[config.mk]
export PLATFORM = sky130hd
export DESIGN_NAME = pst_scan
export DESIGN_NICKNAME = d
export VERILOG_FILES = /design/src/pst_pkg.sv /design/src/pst_scan.sv
export SDC_FILE = /design/constraint.sdc
export NUM_CORES = 1
export LEC_CHECK = 0
export CELL_PAD_IN_SITES_DETAIL_PLACEMENT = 0
export CELL_PAD_IN_SITES_GLOBAL_PLACEMENT = 2
export CORE_MARGIN = 2
export CORE_UTILIZATION = 30
export DETAILED_ROUTE_END_ITERATION = 7
export DONT_BUFFER_PORTS = 1
export PLACE_DENSITY = 0.87
export SLEW_MARGIN = 40
export SYNTH_ARGS = -nofsm -noshare
export SYNTH_HDL_FRONTEND = slang
export SYNTH_SLANG_ARGS = --single-unit
export TNS_END_PERCENT = 100
[constraint.sdc]
create_clock -name vclk -period 1.7
set_clock_uncertainty 0.15 [all_clocks]
set_input_delay 0.34 -clock vclk [all_inputs]
set_output_delay 0.34 -clock vclk [all_outputs]
set_load 0.01 [all_outputs]
[src/pst_pkg.sv]
// shared types and constants for the per-sender sequence tracker
`default_nettype none

package pst_pkg;

   // fixed field widths of the request and response items
   localparam int SENDER_W = 4;
   localparam int SEQ_W    = 8;
   localparam int STATUS_W = 2;
   localparam int NEXT_W   = 9;
   localparam int SLOT_W   = 10;

   // bitmap word scanned per step
   localparam int WORD_W = 16;
   localparam int WBIT_W = $clog2(WORD_W);

   // default sizing
   localparam int DEF_PEERS     = 16;
   localparam int DEF_MAX_SEQ   = 255;
   localparam int DEF_LOG_DEPTH = 1024;

   // response status codes
   typedef enum logic [STATUS_W-1:0] {
      ST_NEW = 2'd0,
      ST_DUP = 2'd1,
      ST_REJ = 2'd2
   } status_type;

   // sequencer states
   typedef enum logic [2:0] {
      S_CLEAR,
      S_IDLE,
      S_CHECK,
      S_SCAN_RD,
      S_SCAN,
      S_DONE
   } state_type;

endpackage

`default_nettype wire

[src/pst_scan.sv]
// first-gap finder over one bitmap word, from a start bit upward
`default_nettype none

module pst_scan
   import pst_pkg::*;
   (
   input  wire logic [WORD_W-1:0] word,
   input  wire logic [WBIT_W-1:0] start,
   output logic                   found,
   output logic [WBIT_W-1:0]      index
);

   logic [WORD_W-1:0] masked;

   // clear bits at or above start, lowest one wins
   always_comb begin
      masked = ~word & ({WORD_W{1'b1}} << start);
      found  = |masked;
      index  = '0;
      for (int i = WORD_W - 1; i >= 0; i--) begin
         if (masked[i]) begin
            index = WBIT_W'(i);
         end
      end
   end

endmodule

`default_nettype wire

==> impl_summary.md <==
Setup path
By startpoint and endpoint, the worst setup path is classified as in -> out. The biggest fanout along the worst timing path is 16. STA classifies the critical path endpoint as a primary output. STA puts the critical path data required time at 1210 ps.

For the worst setup path, the data arrival time is 1350 ps. The sort of element at the start of the critical path is an input pin.

Route
The initial detailed-routing violation count is 23. For this run, design rule violations remaining after detail routing come to 0. The routed length per placed instance is 14.7 um. The number of vias per cell is 6.01. The number of detailed-routing iterations run before antenna repair is 4. After detailed routing, the total wire length is 1270 um. For this block, the via count after detailed routing is 517. The final antenna-violating net count is 0.

Floorplanning
Once the floorplan was initialized, standard cells occupied 31.5% of the core. The die is 43.5 um tall. In this run the count of I/O pins placed on the die edge is 25. The die covers 0.00190 mm2.

The number of rows in the core area is 14. The x dimension of the die is 43.5 um. The core outline area is 0.00149 mm2.

Global route
The total overflow reported by the global router is 0. Entering global routing, the biggest net connects 19 pins. The via count of the first global-routing pass is 478. The number of antenna violations at the first check in global routing is 0. The first global-routing pass estimated 2120 um of wire. For this run, the total global-route usage over all layers was measured as 13.8%.

Pwr
The design internal power is 59.2 uW. The power dissipated by switching net loads is 57.9 uW. The maximum VDD drop is 67.0 uV. Of the total power, the clock network draws 0%.

The areal power density over the cells is 241 mW/mm2. The leakage power total is 0.000176 uW. The relative contribution of sequential cells to total power is 0%. The fraction of power spent switching nets is 49.4%. In this run, the combinational gates consume 100.0% of the power. The sum of internal, switching and leakage power is 117 uW.

Layout
The multi-input combinational cell area is 439 um2. The final net count is 92. The count of clock buffers in the final design is 0. The final design area excluding fillers is 485 um2. In the finished design the tool counted flip-flops and latches totalling 0.

The diode insertion count for antenna repair is 0. The number of filler cells placed in the layout is 161. Relative to the synthesized area, the layout overhead comes to 3.47%. The fraction of layout cells with a size suffix above 1 is 21.4%. In the final layout, flip-flops and latches occupy 0 um2.

Place
Detailed placement finished with a half-perimeter wire length of 1020 um. During placement, the flow inserted port buffers numbering 0. The weighted congestion reported at the end of routability-driven placement is 0.714. The cell area after placement is 467 um2. Prior to clock tree synthesis, the placed netlist has a worst setup slack of -115 ps.

Yosys
The net count after synthesis is 95. The post-synth design cell area is 469 um2. During synthesis, Yosys emitted a total of 0 warnings. By area the synthesized netlist is led by nor2_1 (10%), a21oi_1 (8.5%), buf_6 (7.2%). The library cell occupying the most area in the post-synthesis netlist is nor2_1. For this run, the register share of the synthesized area comes to 0%. After synthesis, the largest area contributor takes up 10.4% of total cell area.

The number of different library cells in the post-synthesis netlist is 31. The post-synthesis area per instance is 6.26 um2. The gate count of the mapped netlist is 75.

STA
The actual transition at the worst max-transition pin is 280 ps. The final cycle utilization of the critical path is 108%. Setup repair after global routing could not meet its margin everywhere. Headroom to the max-slew limit came out at 81.3%. The clock period minus final worst setup slack is 1840 ps. The worst setup slack after layout is -136 ps. Setup violations remaining at the end of the flow were counted as 2. The total count of max-transition violations in the final report is 0.

The accumulated negative setup slack is -260 ps. The final hold violation count is 0. Based on the critical path, the design can be clocked at up to 0.545 GHz.

Clock tree
For this design, the CTS-stage hold fixing added 0 buffers.

Flow run
Max-cap violations in this run came to 0.

Hold path
The worst hold path belongs to the class in -> out.

Run status
The final reports fail on negative setup slack. The run finished, with violations left.
==> layout make-up <==
class              instances  area share [%]
multi-input cells         65            90.5
well taps                 16            4.12
repair buffers             2            3.09
inverters                  3            2.32
==> power by group through the flow <==
stage	logic (uW)	clock network, uW	registers [uW]
final	117	0	0
after global routing	130	0	0
after detailed placement	110	0	0
after global placement	110	0	0
after CTS	112	0	0
after floorplan	123	0	0
==> worst max-delay path: stages <==
cell and delay, ps:
a31o_1 200, a21oi_2 190, nor2b_1 70, or3_1 360
a21boi_2 190
==> per-layer routing <==
layer / global-route usage [%] / wire, um / vias up
li1: - / - / 268
met1: 17.5 / 540 / 232
met2: 25.3 / 635 / 17
met3: 2.92 / 90 / 0
met4: 0 / 0 / 0
met5: 0 / 0 / -
==> path summary, 6_finish.rpt <==
path	start	end	slack [ps]	depth (start not counted)
max	start[2]	index[1]	-140	5
min	start[3]	index[0]	710	2
==> synthesized netlist by cell type, types with 3 or more instances <==
master,n
nor2_1,13
inv_1,3
o21ai_0,3
buf_4,4
nand2_1,8
o21ai_1,3
buf_6,3
nand2b_1,3
a211oi_1,3
a21oi_1,8
==> cell families after synthesis <==
| group | count (synthesis) | synth area share [%] |
|---|---|---|
| AOI/OAI and AO/OA | 34 | 53.1 |
| buffers and inverters | 10 | 16.0 |
| adders and majority gates | 1 | 2.40 |
| and+or+nand+nor | 30 | 28.5 |
==> metrics by stage <==
stage / utilization (%) / instances / hold slack (ps)
after floorplan: - / 75 / 795
after global placement: 31.3 / 86 / 714
after detailed placement: 31.3 / 86 / 708
after CTS: 31.7 / 86 / 709
after global routing: 32.6 / 86 / 718
final: 32.6 / 86 / 708
==> placed cells by master (no fill, tap or decap), types with 3 or more instances in the layout <==
cell and instances:
o21ai_0 3, o21ai_1 3, a21oi_1 7, nor2_1 12, nand2_1 8, inv_1 3
==> what timing repair did <==
| action | in CTS | in global routing |
|---|---|---|
| buffers inserted | 0 | 0 |
| endpoints found under the setup margin | 3 | 4 |
| gates resized for setup | 1 | 3 |
| gates cloned | 0 | 0 |
| pin swaps | 0 | 1 |
Power figures use the tool's default switching activity.
