--- config.mk ---
export PLATFORM = sky130hd
export DESIGN_NAME = pst_map
export DESIGN_NICKNAME = d
export VERILOG_FILES = /design/src/pst_pkg.sv /design/src/pst_map.sv
export SDC_FILE = /design/constraint.sdc
export NUM_CORES = 2
export LEC_CHECK = 0
export BUFFER_PORTS_ARGS = -buffer_cell sky130_fd_sc_hd__clkbuf_2
export CAP_MARGIN = 25
export CORE_MARGIN = 2
export CORE_UTILIZATION = 39
export CTS_CLUSTER_DIAMETER = 80
export DETAILED_ROUTE_END_ITERATION = 6
export PLACE_DENSITY_LB_ADDON = 0.12
export SLEW_MARGIN = 10
export SYNTH_ARGS = -nofsm -noshare
export SYNTH_HDL_FRONTEND = slang
export SYNTH_SLANG_ARGS = --single-unit
--- constraint.sdc ---
create_clock -name clock -period 3.37 [get_ports clock]
set_clock_uncertainty 0.1 [all_clocks]
set_input_delay 0.337 -clock clock [delete_from_list [all_inputs] [get_ports clock]]
set_output_delay 0.337 -clock clock [all_outputs]
set_load 0.02 [all_outputs]
--- src/pst_pkg.sv ---
// shared types and constants for the per-sender sequence tracker
`default_nettype none

package pst_pkg;

   // fixed field widths of the request and response items
   localparam int SENDER_W = 4;
   localparam int SEQ_W    = 8;
   localparam int STATUS_W = 2;
   localparam int NEXT_W   = 9;
   localparam int SLOT_W   = 10;

   // bitmap word scanned per step
   localparam int WORD_W = 16;
   localparam int WBIT_W = $clog2(WORD_W);

   // default sizing
   localparam int DEF_PEERS     = 16;
   localparam int DEF_MAX_SEQ   = 255;
   localparam int DEF_LOG_DEPTH = 1024;

   // response status codes
   typedef enum logic [STATUS_W-1:0] {
      ST_NEW = 2'd0,
      ST_DUP = 2'd1,
      ST_REJ = 2'd2
   } status_type;

   // sequencer states
   typedef enum logic [2:0] {
      S_CLEAR,
      S_IDLE,
      S_CHECK,
      S_SCAN_RD,
      S_SCAN,
      S_DONE
   } state_type;

endpackage

`default_nettype wire

--- src/pst_map.sv ---
// received bitmap memory, one word per row, registered read
`default_nettype none

module pst_map
   import pst_pkg::*;
   #(
   parameter int ROWS   = DEF_PEERS * ((DEF_MAX_SEQ + WORD_W - 1) / WORD_W),
   parameter int ROW_AW = $clog2(ROWS)
   ) (
   input  wire logic              clock,
   input  wire logic              wr_en,
   input  wire logic [ROW_AW-1:0] wr_addr,
   input  wire logic [WORD_W-1:0] wr_data,
   input  wire logic [ROW_AW-1:0] rd_addr,
   output logic [WORD_W-1:0]      rd_data
);

   logic [WORD_W-1:0] mem [ROWS];

   // write port
   always_ff @(posedge clock) begin
      if (wr_en) begin
         mem[wr_addr] <= wr_data;
      end
   end

   // read port
   always_ff @(posedge clock) begin
      rd_data <= mem[rd_addr];
   end

endmodule

`default_nettype wire

==> metrics.txt <==
top-area cell type share of the netlist area between 70% and 80%; unrepaired setup endpoints after global routing false; CTS Buf Count 438; slew of the pin with the lowest slew margin 1.387 ns; Total Power 0.1101 W; Hold Crit Depth 4; Max Fclk 0.3054 GHz; Worst-path clk slew ~0.060 ns; chip width 641.9 um; Area contributors post-synth edfxtp_1, mux4_2, mux2i_1; mapped cell area ~160000 sq um; #FFs+latches synth just over 4000; post-route ant nets 0; clock root cell clkbuf_16; row cnt about 230; switching pwr roughly 0.024 W; starting density of the core 39.11%; max-cap viol count 0; internal power 0.08604 W; DIE AREA 412100 sq um; Post-Synthesis Cells roughly 7400; CTS tree yes; H-tree Lvls 5; net total in the final layout 8307; Mean Syn Cell Area between 20 and 25 sq um; hpwl dp 289.6 mm; vias approximately 80000; ys async rst share 0%; Syn. warnings 0; largest net degree at the start of global routing 129; Tmin final 3.274 ns; Max Slew Vio Count 0; commonest non-fill, non-tap cell in the layout edfxtp_1; first-pass iteration count of the detailed router 6; Worst-Skew Late Latency approximately 1.0 ns; status complete, no violations; area grow syn2layout 17.38%; Register-to-Register Path Depth 8; Fillers 34198; peak supply drop 0.4767 mV; post-detailed-route DRC marker count 0; Required @ worst endpoint approximately 4.1 ns; switch share 21.83%; WL per Instance 33.37 um; crit path kind register to register; setup_tns 0 ns; clock power share 43.2%; Slew headroom approximately 7.6%; CP Max Fanout 1; DP Worst Slack -0.7448 ns; final cell count without fillers 14077; register area share after synthesis between 70% and 80%; routability cong. 0.8199; area occupied by multi-input gates 33280 sq um; grt ovf 0; number of synthesized flops with an enable pin between 4000 and 5000; final hold viol count 0; FF/Latch Area around 120000 sq um; most frequent cells in the layout edfxtp_1, mux4_2, buf_4, mux2i_1, clkbuf_16; Sequential Power Share 51.3%; antenna violations before repair 39; Top FF cell, synth edfxtp_1; total track usage approximately 22%; cell taking the most area after synthesis edfxtp_1; Cell Pwr Density 590.8 nW/um^2; Cell variety after synth 52; core box area 405800 sq um; syn nets 7394; Comb pwr share 5.5%; IO Pins 50; CTS Buffer Depth 4; drt total wl between 400 and 500 mm; period utilization 97.16%; first-pass GRT wire length 652.5 mm; vias per cell 5.700; vias in the first global route 80728; Worst setup EP type register; Leak Pwr just under 60 nW; Sink Count 4112; drt initial violations 8998; Die Ht roughly 640 um; Post-Place Cells 13244; Resize count post-CTS 0; Hold Crit Class primary input to register; fraction of layout cells with a size suffix above 1 30.22%; crit start category register; setup ws final ~0.096 ns; WP data arrival 4.04 ns; Port-buffer cells 49; Final Setup Violations 0
-- kinds of logic (layout without fill, tap and decap cells) --
logic type             count (synthesis)  in the layout  share of synthesized area, %
AO/OA/AOI/OAI                        786            786                         3.537
buffers and inverters                456           1736                         1.693
flip-flops                          4112           4112                         77.70
multiplexers                        1450           1450                         15.50
other                                  0              9                             0
AND/OR/NAND/NOR                      556            556                         1.574
-- stage by stage --
stage,hold slack (ns),utilization (%),instance area [sq um]
after global routing,0.08242,45.91,186300
after floorplan,0.3359,-,158700
after global placement,0.5600,42.39,172000
after detailed placement,0.5590,42.40,172000
after CTS,0.002580,45.90,186300
final,0.08212,45.91,186300
-- what timing repair did --
action,CTS,global route
hold endpoints to repair,1652,0
hold buffers,17,0
buffers inserted,0,0
-- critical path: stages (launching register included) --
cell and delay, ns:
edfxtp_1 0.36, mux4_2 0.48, mux2_2 0.32, a221oi_1 0.65, o31ai_1 0.35, buf_4 0.23, o32ai_1 0.41, buf_4 0.23
nor4_1 0.05
-- metal layers --
| metal | vias to the layer above | track usage [%] | part of all wire [%] |
|---|---|---|---|
| met2 | 2841 | 36.07 | 47 |
| met3 | 545 | 3.380 | 6.6 |
| met5 | - | 0 | 0.0089 |
| met4 | 6 | 4.859 | 2.4 |
| li1 | 33190 | - | - |
| met1 | 43650 | 32.44 | 44 |
-- synthesized netlist by cell type, types with 27 or more instances --
library cell  number
a21oi_1          175
a221oi_1          28
a22o_1            32
a22oi_1           43
buf_1             27
buf_2             76
buf_6             77
clkbuf_1         230
edfxtp_1        4096
mux2_2            88
mux2i_1          565
mux4_2           797
nand2_1           38
nand3_1           35
nor2_1           304
nor3_1            92
o21ai_0           37
o221ai_1         252
o22ai_1          148
-- state kept, by name, indices dropped and copies added (netlist names) --
name,cells
mem,4096
rd_data,16
-- final cells by class --
type / instances / area share [%]
timing repair buffer: 925 / 4.719
multi-input combinational: 2792 / 17.86
sequential: 4112 / 66.19
inverter: 4 / 0.01478
clock buffer: 544 / 6.152
tap: 5428 / 3.645
antenna: 9 / 0.01209
clock inverter: 263 / 1.398
-- path summary, 6_finish.rpt --
path,startpoint,end,slack (ns)
setup / recovery,mem[139][9],rd_data[9],0.1
hold / removal,wr_addr[6],mem[215][5],0.08
setup reg to reg,mem[139][9],rd_data[9],0.1
hold reg to reg,mem[251][1],rd_data[1],0.85
-- power by group through the flow --
stage          Clock (W)  Combinational (W)  Sequential [W]
5_1_grt           0.0504            0.00633          0.0565
3_5_place_dp           0            0.00609          0.0576
2_1_floorplan          0            0.00278          0.0575
4_1_cts           0.0484            0.00611          0.0565
6_report          0.0475            0.00604          0.0565
3_3_place_gp           0            0.00602          0.0576
Power figures use the tool's default switching activity.
